==> src/design/sms_pkg.sv <==
`default_nettype none
// sms_pkg: shared types, widths and the double key compare for the merge sorter.
// Used by sms_front, sms_jobq, sms_back and the top level; depends on nothing.
package sms_pkg;

  localparam int CNT_W = 7;
  localparam int POS_W = 8;
  localparam int KEY_W = 64;
  localparam int TAG_MAX_W = 32;

  typedef struct packed {
    logic [CNT_W-1:0] count;
    logic             ovf;
  } job_t;

  typedef struct packed {
    logic                 we;
    logic [POS_W-1:0]     addr;
    logic [KEY_W-1:0]     key;
    logic [TAG_MAX_W-1:0] tag;
  } ld_wr_t;

  // true when double x < double y; -0 equals +0; false when either is NaN
  function automatic logic key_less(input logic [KEY_W-1:0] x, input logic [KEY_W-1:0] y);
    logic [KEY_W-1:0] ox;
    logic [KEY_W-1:0] oy;
    logic nan_x;
    logic nan_y;
    ox = x[KEY_W-1] ? ~x : (x | {1'b1, {(KEY_W-1){1'b0}}});
    oy = y[KEY_W-1] ? ~y : (y | {1'b1, {(KEY_W-1){1'b0}}});
    nan_x = (&x[KEY_W-2:KEY_W-12]) && (x[KEY_W-13:0] != '0);
    nan_y = (&y[KEY_W-2:KEY_W-12]) && (y[KEY_W-13:0] != '0);
    if (nan_x || nan_y) begin
      key_less = 1'b0;
    end else if (x[KEY_W-2:0] == '0 && y[KEY_W-2:0] == '0) begin
      key_less = 1'b0;
    end else begin
      key_less = ox < oy;
    end
  endfunction

endpackage
`default_nettype wire

==> src/design/sms_jobq.sv <==
`default_nettype none
// sms_jobq: two-entry queue of set descriptors between loader and sorter.
// Depends on sms_pkg.
module sms_jobq (
  input  wire logic          clk,
  input  wire logic          rst_n,
  input  wire logic          push,
  input  wire sms_pkg::job_t din,
  input  wire logic          pop,
  output logic               valid,
  output sms_pkg::job_t      dout
);

  sms_pkg::job_t q_r [2];
  logic wp_r, wp_nxt, rp_r, rp_nxt;
  logic [1:0] cnt_r, cnt_nxt;
  logic do_push, do_pop;

  assign valid = cnt_r != 2'd0;
  assign dout = q_r[rp_r];
  assign do_push = push && cnt_r != 2'd2;
  assign do_pop = pop && valid;

  always_comb begin
    wp_nxt = do_push ? ~wp_r : wp_r;
    rp_nxt = do_pop ? ~rp_r : rp_r;
    cnt_nxt = cnt_r + 2'(do_push) - 2'(do_pop);
  end

  always_ff @(posedge clk) begin
    if (do_push) begin
      q_r[wp_r] <= din;
    end
    if (!rst_n) begin
      wp_r <= 1'b0;
      rp_r <= 1'b0;
      cnt_r <= '0;
    end else begin
      wp_r <= wp_nxt;
      rp_r <= rp_nxt;
      cnt_r <= cnt_nxt;
    end
  end

`ifndef SYNTHESIS
  a_no_overrun: assert property (@(posedge clk) disable iff (!rst_n)
    cnt_r == 2'd2 |-> !push)
    else $error("job queue overrun");
`endif

endmodule
`default_nettype wire

==> config.mk <==
export PLATFORM = sky130hd
export DESIGN_NAME = sms_jobq
export DESIGN_NICKNAME = d
export VERILOG_FILES = /design/src/design/sms_pkg.sv /design/src/design/sms_jobq.sv
export SDC_FILE = /design/constraint.sdc
export NUM_CORES = 1
export LEC_CHECK = 0
export BUFFER_PORTS_ARGS = -buffer_cell sky130_fd_sc_hd__buf_2
export CORE_MARGIN = 2
export CORE_UTILIZATION = 25
export DETAILED_ROUTE_END_ITERATION = 7
export GPL_ROUTABILITY_DRIVEN = 0
export PLACE_DENSITY_LB_ADDON = 0.3
export REMOVE_ABC_BUFFERS = 1
export SLEW_MARGIN = 20
export SYNTH_ARGS = -nofsm -noshare
export SYNTH_HDL_FRONTEND = slang
export SYNTH_SLANG_ARGS = --single-unit
==> constraint.sdc <==
create_clock -name clk -period 1.4 [get_ports clk]
set_input_delay 0.28 -clock clk [delete_from_list [all_inputs] [get_ports clk]]
set_output_delay 0.28 -clock clk [all_outputs]
set_load 0.03 [all_outputs]
==> flow_summary.yaml <==
cts:
  numCtsBuffers: 3
  clock-sinks: 21
  ctsHoldBuffers: 0
  insertion_delay_ns: 0.30
  cts_max_level: 1
  clockBufferDepth: 2
  cts_root_buffer: "clkbuf_4"
  cts.clk_slew.worst_paths_ns: 0.12
  cts_tree: "built"
timing:
  slew_violations: 0
  fmax_mhz: 658
  setup_slack_ns: -0.119
  tightest_slew_ns: 0.197
  slew_headroom: 0.868
  period_share: 1.09
  min_period_ns: 1.52
  final-hold-violation-count: 0
  skew_ns: 0.00934
  finalSetupViolCount: 10
  rsz0062_at_grt: "true"
logic_synthesis:
  yosysUniqueCellTypes: 15
  synth.area.top_cells: "edfxtp_1, dfxtp_1, mux2_2"
  ys_ff_latch: 21
  ys.flop_type: "edfxtp_1"
  syn_area_um2: 820
  synth_common_cells: "edfxtp_1, mux2_2, dfxtp_1"
  yosys_warnings: 0
  async_flop_share: 0
  synth-edff-count: 16
  syn_area_per_cell_um2: 16.4
  yosysSeqAreaShare: 0.708
  yosysTopAreaCell: "edfxtp_1"
  synth_cells: 50
  yosys.area.top_type_share: 0.586
  yosysMostFrequentCell: "edfxtp_1"
floorplanning:
  start_util: 0.266
  die-area_um2: 3750
  die_w_um: 61.3
  coreArea_um2: 3080
  die_y_um: 61.3
  placementRows: 20
  ioPinCount: 21
outcome:
  violations: "setup timing"
  outcome: "complete, but fails checks"
global_routing:
  grt_use_total: 0.0928
  use_met3: 0.0252
  grt_busiest_layer: "met2"
  grt_pass1_wl_mm: 2.53
  gr-total-overflow: 0
  grt_max_degree: 13
  antenna_found_initial: 0
  grt_pass1_vias: 587
  met2_usage: 0.166
  use_met1: 0.104
cells_and_area:
  drive_gt1_frac: 0.640
  fill_cells: 297
  design_area_um2: 1250
  final_nets: 101
  area_delta_synth_final_pct: 52.1
  n_antenna_cell: 0
  fin_cells: 130
drt:
  vias_per_cell: 3.81
  ant_nets: 0
  wl_per_cell_um: 11.5
  drt_iter0_drc: 7
  drc: 0
  finalWirelength_mm: 1.49
  num_vias: 495
  drt-pass1-iter-count: 3
job:
  cap_violations: 0
placement:
  post_dp_cell_area_um2: 1060
  io_buffers: 20
  dpl.hpwl_um: 991
  dp.cells: 123
power:
  power_density_nw_per_um2: 1830
  vdd_drop_max_mv: 1.14
  static-leakage-power_nw: 0.504
worst_setup_path:
  worstSetupPathType: "flip-flop to output port"
  required_ns: 1.12
  arrival_ns: 1.24
  crit_path_end_kind: "output port"
  crit_path_start_kind: "flip-flop"
  worst-path-max-fanout: 8
min_path:
  hp-class: "input pin to flip-flop"
[kinds of logic (layout without fill, tap and decap cells)]
kind of cell | Yosys count | after routing | synth area share
muxes | 9 | 9 | 0.122
xor gates and xnor gates | 3 | 3 | 0.0321
adders and majority gates | 2 | 2 | 0.0305
and+or+nand+nor | 9 | 9 | 0.0565
buffers and inverters | 4 | 40 | 0.0198
AOI/OAI and AO/OA | 2 | 2 | 0.0305
DFF | 21 | 21 | 0.708
[registers in the layout, summed over array words and instances (netlist names), named ones only]
register / count
rp_r: 1
q_r: 16
cnt_r: 2
wp_r: 1
[worst max-delay path, cell delays in order (launching register included)]
cell	delay (ns)
dfxtp_2	0.36
buf_12	0.13
mux2_4	0.30
buf_6	0.14
[final cells by class]
class | count | area [µm²] | share of cell area
Timing Repair Buffer | 33 | 274 | 0.220
Multi-Input combinational cell | 25 | 294 | 0.236
Sequential cell | 21 | 584 | 0.469
Inverter | 3 | 11.3 | 0.00904
Tap cell | 44 | 55.1 | 0.0442
Clock buffer | 3 | 22.5 | 0.0181
Clock inverter | 1 | 5.00 | 0.00402
[layer usage]
layer,vias to the layer above,share of wire
li1,247,-
met1,233,0.44
met2,15,0.50
met3,0,0.060
met4,0,0
met5,-,0
[final timing paths]
path	start	end	slack (ns)	cells after the start
worst max-delay path	flip-flop	dout[0]	-0.12	3
worst min-delay path	din[5]	q_r[1][5]$_DFFE_PP_	0.16	1
worst max register to register	cnt_r[0]$_SDFF_PN0_	cnt_r[1]$_SDFF_PN0_	-0.11	7
worst min register to register	wp_r$_SDFFE_PN0N_	wp_r$_SDFFE_PN0N_	0.49	2
[cell usage in the layout (no fill, tap or decap)]
cell type  Yosys  layout
ha_4           0       2
buf_6          0      11
buf_4          0      10
buf_2          1      11
or2_4          0       1
mux2_4         0       8
clkinv_2       0       1
buf_12         0       1
and2_1         2       2
dfxtp_1        5       2
nand2_1        2       2
o21a_4         0       1
nor2b_1        2       2
edfxtp_1      16      16
clkbuf_4       0       3
inv_1          3       2
o21ai_4        1       1
xnor2_1        3       2
xnor2_2        0       1
nor2_1         2       2
dfxtp_2        0       3
mux2i_1        1       1
inv_2          0       1
[per-stage QoR]
step                      hold slack (ns)   util  worst slack [ns]  setup TNS [ns]  total power, W
final                               0.161  0.405            -0.119           -1.06         0.00228
after global routing                0.146  0.405            -0.186           -1.65         0.00243
after CTS                           0.150  0.403            -0.139           -1.20         0.00228
after detailed placement            0.475  0.343            -0.132          -0.132         0.00165
after global placement              0.459  0.343            -0.103          -0.103         0.00164
after floorplan                     0.379      -            -0.105          -0.105         0.00135
[what timing repair did]
item,4_1_cts,5_1_grt
setup buffers,3,0
endpoints found under the hold margin,0,0
setup endpoints to repair,10,10
resized for setup,37,1
pin swaps,5,1
[power by group]
| part | internal, W | switching (W) | total [W] |
|---|---|---|---|
| Sequential | 0.000801 | 0.0000600 | 0.000861 |
| Combinational | 0.000637 | 0.000500 | 0.00114 |
| Clock | 0.000106 | 0.000175 | 0.000281 |
No activity file was read; power rests on OpenSTA's default activity.
