<file path="src/design/sms_pkg.sv">
`default_nettype none
// sms_pkg: shared types, widths and the double key compare for the merge sorter.
// Used by sms_front, sms_jobq, sms_back and the top level; depends on nothing.
package sms_pkg;

  localparam int CNT_W = 7;
  localparam int POS_W = 8;
  localparam int KEY_W = 64;
  localparam int TAG_MAX_W = 32;

  typedef struct packed {
    logic [CNT_W-1:0] count;
    logic             ovf;
  } job_t;

  typedef struct packed {
    logic                 we;
    logic [POS_W-1:0]     addr;
    logic [KEY_W-1:0]     key;
    logic [TAG_MAX_W-1:0] tag;
  } ld_wr_t;

  // true when double x < double y; -0 equals +0; false when either is NaN
  function automatic logic key_less(input logic [KEY_W-1:0] x, input logic [KEY_W-1:0] y);
    logic [KEY_W-1:0] ox;
    logic [KEY_W-1:0] oy;
    logic nan_x;
    logic nan_y;
    ox = x[KEY_W-1] ? ~x : (x | {1'b1, {(KEY_W-1){1'b0}}});
    oy = y[KEY_W-1] ? ~y : (y | {1'b1, {(KEY_W-1){1'b0}}});
    nan_x = (&x[KEY_W-2:KEY_W-12]) && (x[KEY_W-13:0] != '0);
    nan_y = (&y[KEY_W-2:KEY_W-12]) && (y[KEY_W-13:0] != '0);
    if (nan_x || nan_y) begin
      key_less = 1'b0;
    end else if (x[KEY_W-2:0] == '0 && y[KEY_W-2:0] == '0) begin
      key_less = 1'b0;
    end else begin
      key_less = ox < oy;
    end
  endfunction

endpackage
`default_nettype wire

</file>
<file path="src/design/sms_front.sv">
`default_nettype none
// sms_front: loader; stores words into bank 0, counts, flags overflow, posts a job on last.
// Depends on sms_pkg.
module sms_front #(
  parameter int MAX_ITEMS = 64,
  parameter int TW = 16
) (
  input  wire logic          clk,
  input  wire logic          rst_n,
  input  wire logic          in_push,
  output logic               in_full,
  input  wire logic [63:0]   in_item_key,
  input  wire logic [15:0]   in_item_tag,
  input  wire logic          in_item_last,
  input  wire logic          done,
  output sms_pkg::ld_wr_t    ld_wr,
  output logic               job_push,
  output sms_pkg::job_t      job
);

  logic [sms_pkg::CNT_W-1:0] count_r, count_nxt;
  logic ovf_r, ovf_nxt;
  logic hold_r, hold_nxt;
  logic acc, room;

  assign in_full = hold_r;
  assign acc = in_push && !hold_r;
  assign room = count_r < sms_pkg::CNT_W'(MAX_ITEMS);

  always_comb begin
    ld_wr.we = acc && room;
    ld_wr.addr = sms_pkg::POS_W'(count_r);
    ld_wr.key = in_item_key;
    ld_wr.tag = sms_pkg::TAG_MAX_W'(in_item_tag[TW-1:0]);
    count_nxt = count_r;
    ovf_nxt = ovf_r;
    hold_nxt = hold_r;
    job_push = 1'b0;
    job.count = count_r;
    job.ovf = ovf_r;
    if (done) begin
      hold_nxt = 1'b0;
    end
    if (acc) begin
      if (room) begin
        count_nxt = count_r + 1'b1;
      end else begin
        ovf_nxt = 1'b1;
      end
      if (in_item_last) begin
        job_push = 1'b1;
        job.count = count_nxt;
        job.ovf = ovf_nxt;
        count_nxt = '0;
        ovf_nxt = 1'b0;
        hold_nxt = 1'b1;
      end
    end
  end

  always_ff @(posedge clk) begin
    if (!rst_n) begin
      count_r <= '0;
      ovf_r <= 1'b0;
      hold_r <= 1'b0;
    end else begin
      count_r <= count_nxt;
      ovf_r <= ovf_nxt;
      hold_r <= hold_nxt;
    end
  end

`ifndef SYNTHESIS
  a_last_holds: assert property (@(posedge clk) disable iff (!rst_n)
    acc && in_item_last |=> hold_r)
    else $error("front not holding after last word");
  a_count_max: assert property (@(posedge clk) disable iff (!rst_n)
    count_r <= sms_pkg::CNT_W'(MAX_ITEMS))
    else $error("item count above maximum");
  a_no_write_held: assert property (@(posedge clk) disable iff (!rst_n)
    hold_r |-> !ld_wr.we)
    else $error("load write while sort owns memory");
`endif

endmodule
`default_nettype wire

</file>
<file path="config.mk">
export PLATFORM = sky130hd
export DESIGN_NAME = sms_front
export DESIGN_NICKNAME = d
export VERILOG_FILES = /design/src/design/sms_pkg.sv /design/src/design/sms_front.sv
export SDC_FILE = /design/constraint.sdc
export NUM_CORES = 1
export LEC_CHECK = 0
export ABC_AREA = 1
export BUFFER_PORTS_ARGS = -buffer_cell sky130_fd_sc_hd__buf_2
export CAP_MARGIN = 15
export CORE_AREA = 2 2 79 81
export CTS_BUF_LIST = sky130_fd_sc_hd__clkbuf_8
export CTS_CLUSTER_SIZE = 14
export DETAILED_ROUTE_END_ITERATION = 8
export DIE_AREA = 0 0 81 83
export MAX_ROUTING_LAYER = met4
export PLACE_DENSITY_LB_ADDON = 0.15
export SLEW_MARGIN = 0
export SYNTH_ARGS = -nofsm -noshare
export SYNTH_HDL_FRONTEND = slang
export SYNTH_SLANG_ARGS = --single-unit
export TNS_END_PERCENT = 5
</file>
<file path="constraint.sdc">
create_clock -name clk -period 1.6 [get_ports clk]
set_input_delay 0.24 -clock clk [delete_from_list [all_inputs] [get_ports clk]]
set_output_delay 0.24 -clock clk [all_outputs]
set_load 0.02 [all_outputs]
</file>
==> out/qor.json, run 1 <==
{
  "cts": {
    "clkTransAtPathRegs_ns": 0.05,
    "cts.sinks": 9,
    "cts-root-to-sink-buffers": 2,
    "cts_tree": "yes",
    "clkLatencyLatePin_ns": 0.23,
    "cts_max_level": 1,
    "clockRootBuffer": "clkbuf_8",
    "tritoncts.num_buffers": 3,
    "post_cts_hold_buffer_count": 0
  },
  "timing": {
    "min_period_over_period_pct": 96.3,
    "worst_clock_skew_ns": 0.00495,
    "holdWs_ns": 0.260,
    "period_minus_slack_ns": 1.54,
    "finalSetupViolations": 0,
    "max_freq_mhz": 649,
    "unrepaired_setup_endpoints_after_global_routing": "yes",
    "hold_violations": 0,
    "timing.final.max_slew_violations": 0,
    "setup_total_negative_slack_ns": 0
  },
  "cells_and_area": {
    "insertedDiodeCount": 0,
    "multi_input_comb_area_um2": 474,
    "area_delta_synth_final_pct": -20.5,
    "drive_above_1_share_pct": 43.5,
    "num-fill-cells": 685,
    "finalNetCount": 225,
    "final_core_util_pct": 18.2,
    "ff_latch_area_um2": 190
  },
  "global_routing": {
    "grt_util_all_layers_pct": 7.86,
    "grt_antenna_before_repair": 0,
    "globalRoute.totalOverflow": 0,
    "grt_first_pass_wirelength_um": 3920,
    "grt_start_max_net_pins": 9,
    "via_count_of_the_first_global_routing_pass": 768
  },
  "worst_setup_path": {
    "worst-setup-path-type": "flop to output port",
    "timing.rr.start": "in_full",
    "timing.critical_path.arrival_ns": 1.30,
    "required_ns": 1.36,
    "path_max_fanout": 4,
    "critical_path.startpoint_type": "flop",
    "crit_start": "count_r[0]",
    "worstSetupEndpointType": "output port"
  },
  "outcome": {
    "status": "complete, no violations"
  },
  "floorplan": {
    "boundaryPins": 200,
    "dieArea_um2": 6720,
    "fp.coreArea_um2": 5820,
    "floorplan.die.height_um": 83,
    "fp-row-count": 28,
    "initial_core_utilization_pct": 22.9,
    "fp.dieW_um": 81
  },
  "drt": {
    "avg_wl_per_cell_um": 12.3,
    "avgViaCountPerCell": 3.78,
    "total_via_count_after_detailed_routing": 805,
    "dr.pass1.iters": 4,
    "detail-route-antenna-nets": 0,
    "drt_wl_total_um": 2620,
    "drcViolationCount": 0,
    "initialDrtViolationCount": 12
  },
  "synth": {
    "synthDominantCellAreaShare_pct": 54.6,
    "synth.top_cells.by_area": "buf_4 (55%), dfxtp_1 (14%), nand2_1 (5.9%), inv_1 (3.7%), a21oi_1 (3.0%)",
    "synth_cell_type_count": 23,
    "synthesis.area_per_instance_um2": 7.16,
    "yosys.area.top_type": "buf_4",
    "mappedNetlistArea_um2": 1330,
    "postSynthCellCount": 186,
    "synth.ff_latch_count": 9,
    "ys.warnings.count": 0,
    "synth.yosys.seq_area_share_pct": 13.5
  },
  "placement": {
    "finalWeightedCongestion": 0.722,
    "detailedPlacementHpwl_um": 2010,
    "port-buffer-count": 22
  },
  "min_path": {
    "hold_path.class": "input port to flop",
    "origin_of_the_worst_min_delay_path": "done"
  },
  "power": {
    "p_total_mw": 0.638,
    "p_leak_nw": 0.464,
    "ir_worst_vdd_v": 0.000178,
    "cellPowerDensity_nw_per_um2": 602
  },
  "job": {
    "cap_viol_max_count": 0
  }
}
## final cells by class
class                   count  share of cell area [%]
multi-input cells          80                    44.7
repair buffers             30                    18.7
flip-flops and latches      9                    17.9
well taps                  75                    8.85
inverters                  15                    5.55
clock buffers               3                    3.90
clock inverters             1                   0.354
## flip-flops by register name, indices dropped and copies added (netlist names)
| name | count |
|---|---|
| ovf_r | 1 |
| in_full | 1 |
| count_r | 7 |
## cells by family (layout without fill, tap and decap cells)
kind of cell / after synthesis / in the layout / share of synthesized area (%)
buffers and inverters: 113 / 49 / 59.7
AND/OR/NAND/NOR: 40 / 40 / 15.3
AO/OA/AOI/OAI: 20 / 20 / 8.36
flip-flops: 9 / 9 / 13.5
XOR/XNOR: 2 / 2 / 1.88
adder cells (fa/ha/maj): 1 / 1 / 0.939
other: 1 / 17 / 0.281
## per-layer routing
layer | share of wire [%] | GRT usage, %
met5 | 0 | -
met4 | 5.7 | 6.47
met3 | 11 | 3.26
met2 | 44 | 11.0
met1 | 39 | 8.51
## path summary, 6_finish.rpt
kind	to	slack (ns)	cells past startpoint
worst max register to register	count_r[3]	0.44	6
worst max-delay path	job[5]	0.06	6
worst min-delay path	in_full	0.26	4
worst min register to register	ovf_r	0.46	2
## placed cells by master, fill, tap and decap left out, types with 2 or more instances in the layout
cell | netlist | layout
o21ai_2 | 2 | 6
nand3_2 | 2 | 3
buf_2 | 0 | 17
o21ai_0 | 6 | 3
conb_1 | 1 | 17
inv_1 | 13 | 14
clkbuf_8 | 0 | 3
nor2_1 | 3 | 2
dfxtp_1 | 9 | 3
a21oi_1 | 8 | 8
nand3_1 | 7 | 5
o21ai_1 | 3 | 2
nor2_4 | 2 | 4
buf_4 | 97 | 9
nand2_1 | 21 | 21
nand4_1 | 2 | 2
buf_6 | 1 | 4
dfxtp_2 | 0 | 5
## worst max-delay path, stage by stage, from the launching register on
cell	delay, ns
dfxtp_4	0.37
ha_4	0.16
nand2_4	0.06
o21ai_2	0.13
nand3_1	0.08
o21ai_1	0.10
buf_4	0.17
## synthesized netlist by cell type
cell,number
dfxtp_1,9
nor2_2,1
nor2_4,2
xor2_2,1
inv_1,13
nand2_2,1
nor2_1,3
ha_1,1
a21oi_1,8
conb_1,1
nand4_1,2
buf_4,97
nand2_1,21
a21oi_2,1
o21ai_2,2
o21ai_0,6
buf_6,1
nand3_1,7
inv_2,2
nand2_4,1
nand3_2,2
xnor2_1,1
o21ai_1,3
## report_power, final
group | switching [mW] | leakage, nW | internal (mW)
clock network | 0.0984 | 0.0269 | 0.168
logic | 0.0978 | 0.361 | 0.0408
registers | 0.00483 | 0.0759 | 0.228
## metrics by stage
stage,instances,area [um^2],setup WS (ns)
floorplan,202,1390,-0.0173
global placement,206,895,0.0641
detailed placement,206,895,0.0141
CTS,213,1020,0.00580
global route,213,1060,-0.0302
finish,213,1060,0.0592
## timing repair
action,4_1_cts,5_1_grt
endpoints found under the setup margin,8,6
resized for setup,16,15
pin swaps,3,3
gates cloned,0,0
setup buffers,3,0
(Power assumes the default switching activity.)
==> inputs of run 2 (changes only) <==
BUFFER_PORTS_ARGS = default   (was -buffer_cell sky130_fd_sc_hd__buf_2)
CAP_MARGIN = 10   (was 15)
CORE_AREA = 2 2 77 79   (was 2 2 79 81)
DIE_AREA = 0 0 79 81   (was 0 0 81 83)
DONT_BUFFER_PORTS = 1   (was default)
==> run 2 against run 1 <==
Compared with the run above: hold slack lost 0.094 ns; global-route usage grew 1.3 points; clock power about the same; sequential power hardly changed; total power is 0.88% lower; worst setup slack lost 0.043 ns; routed wire length up 13%; largest cell class unchanged; highest routed layer unchanged.
==> out/qor.json, run 2 (same netlist as run 1, synthesis figures left out) <==
{
  "outcome": {
    "status": "complete, no violations"
  },
  "placement": {
    "placedInstanceArea": {"value": 882, "unit": "um^2", "change": "-1.4%"},
    "finalWeightedCongestion": {"value": 0.738, "change": "+2.1%"},
    "dp.cells": {"value": 197, "change": "-4.4%"},
    "detailedPlacementHpwl": {"value": 2340, "unit": "um", "change": "+16%"},
    "port-buffer-count": {"value": 0, "change": "-100%"}
  },
  "drt": {
    "avgViaCountPerCell": {"value": 3.85, "change": "+1.9%"},
    "total_via_count_after_detailed_routing": {"value": 793, "change": "-1.5%"},
    "dr.pass1.iters": {"value": 4, "change": "unchanged"},
    "drcViolationCount": {"value": 0, "change": "unchanged"},
    "detail-route-antenna-nets": {"value": 0, "change": "unchanged"},
    "drt_wl_total": {"value": 2950, "unit": "um", "change": "+13%"},
    "avg_wl_per_cell": {"value": 14.3, "unit": "um", "change": "+16%"},
    "initialDrtViolationCount": {"value": 23, "change": "+11"}
  },
  "timing": {
    "timing.final.max_slew_violations": {"value": 0, "change": "unchanged"},
    "max_freq": {"value": 631, "unit": "MHz", "change": "-2.7%"},
    "hold_violations": {"value": 0, "change": "unchanged"},
    "worst_clock_skew": {"value": 0.00213, "unit": "ns", "change": "-0.00282 ns"},
    "min_period_over_period": {"value": 99.0, "unit": "%", "change": "+2.7 points"},
    "finalSetupViolations": {"value": 0, "change": "unchanged"},
    "holdWs": {"value": 0.166, "unit": "ns", "change": "-0.0937 ns"},
    "period_minus_slack": {"value": 1.58, "unit": "ns", "change": "+0.0429 ns"},
    "unrepaired_setup_endpoints_after_global_routing": "yes"
  },
  "cts": {
    "clockRootBuffer": "clkbuf_8",
    "clkLatencyLatePin": {"value": 0.23, "unit": "ns", "change": "about the same"},
    "cts_max_level": {"value": 1, "change": "unchanged"},
    "cts.sinks": {"value": 9, "change": "unchanged"},
    "cts-root-to-sink-buffers": {"value": 2, "change": "unchanged"},
    "cts_tree": "yes",
    "tritoncts.num_buffers": {"value": 3, "change": "unchanged"},
    "clkTransAtPathRegs": {"value": 0.05, "unit": "ns", "change": "about the same"},
    "post_cts_hold_buffer_count": {"value": 0, "change": "unchanged"}
  },
  "cells_and_area": {
    "layout.cells.most_common": "nand2_1",
    "drive_above_1_share": {"value": 42.0, "unit": "%", "change": "-1.5 points"},
    "final_cell_mix": "nand2_1 (20), conb_1 (17), buf_4 (17)",
    "area_delta_synth_final_pct": -19.4,
    "num-fill-cells": {"value": 656, "change": "-4.2%"},
    "finalNetCount": {"value": 218, "change": "-3.1%"},
    "post_layout_instance_area": {"value": 1070, "unit": "um^2", "change": "+1.3%"},
    "final_cell_count_no_fill": {"value": 206, "change": "-3.3%"},
    "largest-register": "count_r",
    "insertedDiodeCount": {"value": 0, "change": "unchanged"},
    "largest_register_ffs": {"value": 7, "change": "unchanged"}
  },
  "floorplan": {
    "fp-row-count": {"value": 28, "change": "unchanged"},
    "dieArea": {"value": 6400, "unit": "um^2", "change": "-4.8%"},
    "fp.dieW": {"value": 79, "unit": "um", "change": "-2.5%"},
    "initial_core_utilization": {"value": 23.5, "unit": "%", "change": "+0.57 points"},
    "fp.coreArea": {"value": 5680, "unit": "um^2", "change": "-2.4%"},
    "floorplan.die.height": {"value": 81, "unit": "um", "change": "-2.4%"},
    "boundaryPins": {"value": 200, "change": "unchanged"}
  },
  "worst_setup_path": {
    "worst-setup-path-type": "flop to output port",
    "path_max_fanout": {"value": 6, "change": "+2"},
    "worstSetupEndpointType": "output port",
    "timing.critical_path.arrival": {"value": 1.34, "unit": "ns", "change": "+0.04 ns"},
    "critical_path.startpoint_type": "flop",
    "reg2reg_setup_slack": {"value": 0.42, "unit": "ns", "change": "-0.02 ns"},
    "required": {"value": 1.36, "unit": "ns", "change": "about the same"}
  },
  "global_routing": {
    "via_count_of_the_first_global_routing_pass": {"value": 777, "change": "+1.2%"},
    "grt_start_max_net_pins": {"value": 9, "change": "unchanged"},
    "globalRoute.totalOverflow": {"value": 0, "change": "unchanged"},
    "grt_util_all_layers": {"value": 9.19, "unit": "%", "change": "+1.3 points"},
    "grt_first_pass_wirelength": {"value": 4260, "unit": "um", "change": "+8.8%"},
    "grt_antenna_before_repair": {"value": 0, "change": "unchanged"}
  },
  "power": {
    "p_leak": {"value": 0.439, "unit": "nW", "change": "-5.4%"},
    "ir_worst_vdd": {"value": 0.000175, "unit": "V", "change": "-2.1%"},
    "cellPowerDensity": {"value": 589, "unit": "nW/um^2", "change": "-2.2%"}
  },
  "job": {
    "cap_viol_max_count": {"value": 0, "change": "unchanged"}
  },
  "min_path": {
    "hold_path.class": "input port to flop"
  }
}
## run 2: cell count changes in the layout (fill, tap and decap cells not counted), sizes merged
cell,change
buf,-7
## run 2: final timing paths
check / startpoint / endpoint / cells past startpoint
setup / recovery: in_full / job[4] / 7
hold / removal: done / in_full / 3
setup reg to reg: in_full / count_r[5] / 6
hold reg to reg: ovf_r / ovf_r / 2
## run 2: area by class of cell
type,instances,area (um^2),share of cell area (%)
Clock buffer,3,41.3,3.85
Clock inverter,1,3.75,0.350
Sequential cell,9,186,17.4
Multi-Input combinational cell,80,497,46.3
Tap cell,75,93.8,8.74
Timing Repair Buffer,23,195,18.2
Inverter,15,56.3,5.24
## run 2: per-stage QoR
step                      worst slack (ns)  setup TNS [ns]  power [mW]  utilization (%)
final                               0.0162               0       0.632             18.9
after global routing               -0.0541          -0.170       0.673             18.9
after CTS                          -0.0127         -0.0127       0.634             17.0
after detailed placement             0.156               0       0.352             15.5
after global placement               0.164               0       0.351             15.5
after floorplan                    -0.0173         -0.0693       0.647                -
## run 2: where the power goes
group,total [mW],internal (mW),switching [mW]
Sequential,0.233,0.229,0.00439
Clock,0.263,0.168,0.0958
Combinational,0.135,0.0381,0.0972
Total,0.632,0.435,0.197
## run 2: critical path, stage by stage, from the launching register on
cell	delay, ns
dfxtp_2	0.33
nor2_4	0.12
inv_2	0.06
nor2_4	0.15
buf_6	0.16
buf_4	0.11
o21ai_2	0.05
buf_6	0.12
## run 2: what timing repair did
item,CTS,global route
resized for setup,8,23
pin swaps,1,2
setup endpoints to repair,5,6
buffers inserted,1,4
cloned,0,0
## run 2: metal layers
layer	vias to the layer above	part of all wire [%]	track usage [%]
li1	353	-	-
met1	345	33	8.35
met2	53	43	13.2
met3	42	15	5.22
met4	0	8.4	9.31
met5	-	0	-
==> inputs of run 3 (changes only) <==
PLACE_DENSITY = 0.42   (was default)
PLACE_DENSITY_LB_ADDON = default   (was 0.15)
==> run 3 against run 2 <==
Compared with the run above: combinational power is 3% lower; worst setup slack better by 0.0088 ns; register-to-register slack worse by 0.09 ns; highest routed layer unchanged.
==> out/qor.json, run 3 (same netlist as run 1, synthesis figures left out) <==
{
  "placement": {
    "detailedPlacementHpwl": {"value": 2010, "unit": "um", "change": "-14%"},
    "finalWeightedCongestion": {"value": 0.734, "change": "-0.52%"},
    "dp.cells": {"value": 197, "change": "unchanged"},
    "port-buffer-count": {"value": 0, "change": "unchanged"}
  },
  "floorplan": {
    "fp.dieW": {"value": 79, "unit": "um", "change": "unchanged"},
    "floorplan.die.height": {"value": 81, "unit": "um", "change": "unchanged"},
    "fp-row-count": {"value": 28, "change": "unchanged"},
    "boundaryPins": {"value": 200, "change": "unchanged"},
    "fp.coreArea": {"value": 5680, "unit": "um^2", "change": "unchanged"},
    "initial_core_utilization": {"value": 23.5, "unit": "%", "change": "unchanged"},
    "dieArea": {"value": 6400, "unit": "um^2", "change": "unchanged"}
  },
  "cells_and_area": {
    "final_cell_count_no_fill": {"value": 205, "change": "-0.49%"},
    "largest_register_ffs": {"value": 7, "change": "unchanged"},
    "largest-register": "count_r",
    "area_delta_synth_final_pct": -22.6,
    "finalNetCount": {"value": 217, "change": "-0.46%"},
    "drive_above_1_share": {"value": 40.0, "unit": "%", "change": "-2.0 points"},
    "num-fill-cells": {"value": 660, "change": "+0.61%"},
    "final_cell_mix": "nand2_1 (21), conb_1 (17), buf_4 (17)",
    "insertedDiodeCount": {"value": 0, "change": "unchanged"},
    "layout.cells.most_common": "nand2_1",
    "final_core_util": {"value": 18.2, "unit": "%", "change": "-0.75 points"}
  },
  "worst_setup_path": {
    "timing.critical_path.arrival": {"value": 1.34, "unit": "ns", "change": "about the same"},
    "worst-setup-path-type": "flop to output port",
    "worstSetupEndpointType": "output port",
    "reg2reg_depth": {"value": 7, "change": "+1"},
    "critical_path.startpoint_type": "flop",
    "path_max_fanout": {"value": 5, "change": "-1"},
    "timing.rr.start": "in_full",
    "reg2reg_setup_slack": {"value": 0.33, "unit": "ns", "change": "-0.09 ns"},
    "required": {"value": 1.36, "unit": "ns", "change": "about the same"},
    "ff_to_ff_end": "count_r[3]"
  },
  "drt": {
    "drcViolationCount": {"value": 0, "change": "unchanged"},
    "avgViaCountPerCell": {"value": 3.85, "change": "+0.11%"},
    "total_via_count_after_detailed_routing": {"value": 790, "change": "-0.38%"},
    "detail-route-antenna-nets": {"value": 0, "change": "unchanged"},
    "drt_wl_total": {"value": 2480, "unit": "um", "change": "-16%"},
    "avg_wl_per_cell": {"value": 12.1, "unit": "um", "change": "-15%"},
    "dr.pass1.iters": {"value": 4, "change": "unchanged"},
    "initialDrtViolationCount": {"value": 13, "change": "-43%"}
  },
  "cts": {
    "cts_max_level": {"value": 1, "change": "unchanged"},
    "clockRootBuffer": "clkbuf_8",
    "clkTransAtPathRegs": {"value": 0.04, "unit": "ns", "change": "about the same"},
    "cts_tree": "yes",
    "clkLatencyLatePin": {"value": 0.24, "unit": "ns", "change": "about the same"},
    "cts-root-to-sink-buffers": {"value": 2, "change": "unchanged"},
    "tritoncts.num_buffers": {"value": 3, "change": "unchanged"},
    "cts.sinks": {"value": 9, "change": "unchanged"}
  },
  "timing": {
    "period_minus_slack": {"value": 1.58, "unit": "ns", "change": "-0.00876 ns"},
    "finalSetupViolations": {"value": 0, "change": "unchanged"},
    "hold_violations": {"value": 0, "change": "unchanged"},
    "worst_clock_skew": {"value": 0.00633, "unit": "ns", "change": "+0.00420 ns"},
    "unrepaired_setup_endpoints_after_global_routing": "yes",
    "max_freq": {"value": 635, "unit": "MHz", "change": "+0.56%"},
    "timing.final.max_slew_violations": {"value": 0, "change": "unchanged"},
    "min_period_over_period": {"value": 98.4, "unit": "%", "change": "-0.55 points"}
  },
  "min_path": {
    "hold_path.class": "input port to flop",
    "hold-path-cell-count": {"value": 2, "change": "-1"},
    "min_delay_worst_endpoint": "ovf_r",
    "origin_of_the_worst_min_delay_path": "rst_n"
  },
  "outcome": {
    "status": "complete, no violations"
  },
  "job": {
    "cap_viol_max_count": {"value": 0, "change": "unchanged"}
  },
  "power": {
    "cellPowerDensity": {"value": 614, "unit": "nW/um^2", "change": "+4.3%"},
    "p_leak": {"value": 0.427, "unit": "nW", "change": "-2.9%"},
    "ir_worst_vdd": {"value": 0.000192, "unit": "V", "change": "+9.8%"}
  },
  "global_routing": {
    "grt_util_all_layers": {"value": 7.62, "unit": "%", "change": "-1.6 points"},
    "grt_antenna_before_repair": {"value": 0, "change": "unchanged"},
    "via_count_of_the_first_global_routing_pass": {"value": 734, "change": "-5.5%"},
    "grt_start_max_net_pins": {"value": 9, "change": "unchanged"},
    "grt_first_pass_wirelength": {"value": 3510, "unit": "um", "change": "-18%"},
    "globalRoute.totalOverflow": {"value": 0, "change": "unchanged"}
  }
}
run 3: cell count changes in the layout (fill, tap and decap cells not counted), sizes merged:
| cell | change |
|---|---|
| clkinv | +1 |
| buf | -1 |
| inv | -1 |
run 3: power by group:
part	switching [mW]	total (mW)	internal (mW)
Combinational	0.0943	0.131	0.0369
Sequential	0.00431	0.233	0.229
Clock	0.0985	0.269	0.170
Total	0.197	0.633	0.436
run 3: worst max path at each step:
stage | startpoint | end | slack [ns]
after floorplan | in_full | job[2] | -0.02
after global placement | count_r[0] | job[5] | 0.18
after detailed placement | count_r[1] | job[5] | 0.17
after CTS | in_full | job[4] | 0.006
after global routing | in_full | job[5] | -0.06
final | in_full | job[4] | 0.02
run 3: through the flow:
step                hold WS [ns]  setup WS, ns  setup TNS [ns]  total power [mW]  instance area (um^2)
finish                     0.167        0.0250               0             0.633                  1030
floorplan                  0.387       -0.0173         -0.0693             0.647                  1390
detailed placement         0.411         0.170               0             0.350                   882
global placement           0.415         0.184               0             0.351                   882
CTS                        0.166       0.00567               0             0.631                   952
global route               0.182       -0.0585          -0.254             0.669                  1030
run 3: per-layer routing:
layer	wire, um	track usage (%)	vias to the layer above
li1	-	-	352
met5	0	-	-
met1	839	7.13	352
met4	274	9.66	0
met2	1110	10.8	44
met3	255	3.00	42
run 3: cell type report:
class,instances,area [um^2],area share [%]
multi-input cells,80,465,45.1
clock buffers,3,41.3,4.00
inverters,15,56.3,5.46
flip-flops and latches,9,185,18.0
repair buffers,22,184,17.8
clock inverters,1,5.00,0.485
well taps,75,93.8,9.10
run 3: worst max-delay path, cell delays in order (launching register included):
cell and delay [ns]:
dfxtp_2 0.33, nor2_4 0.13, inv_2 0.06, nor2_4 0.15, buf_6 0.13, nand3_1 0.07
o21ai_1 0.08, buf_4 0.15
run 3: repair_timing:
item | CTS | global route
gates resized for setup | 6 | 18
hold buffers | 0 | 0
setup buffers | 0 | 4
setup endpoints to repair | 5 | 5
pin swaps | 1 | 2
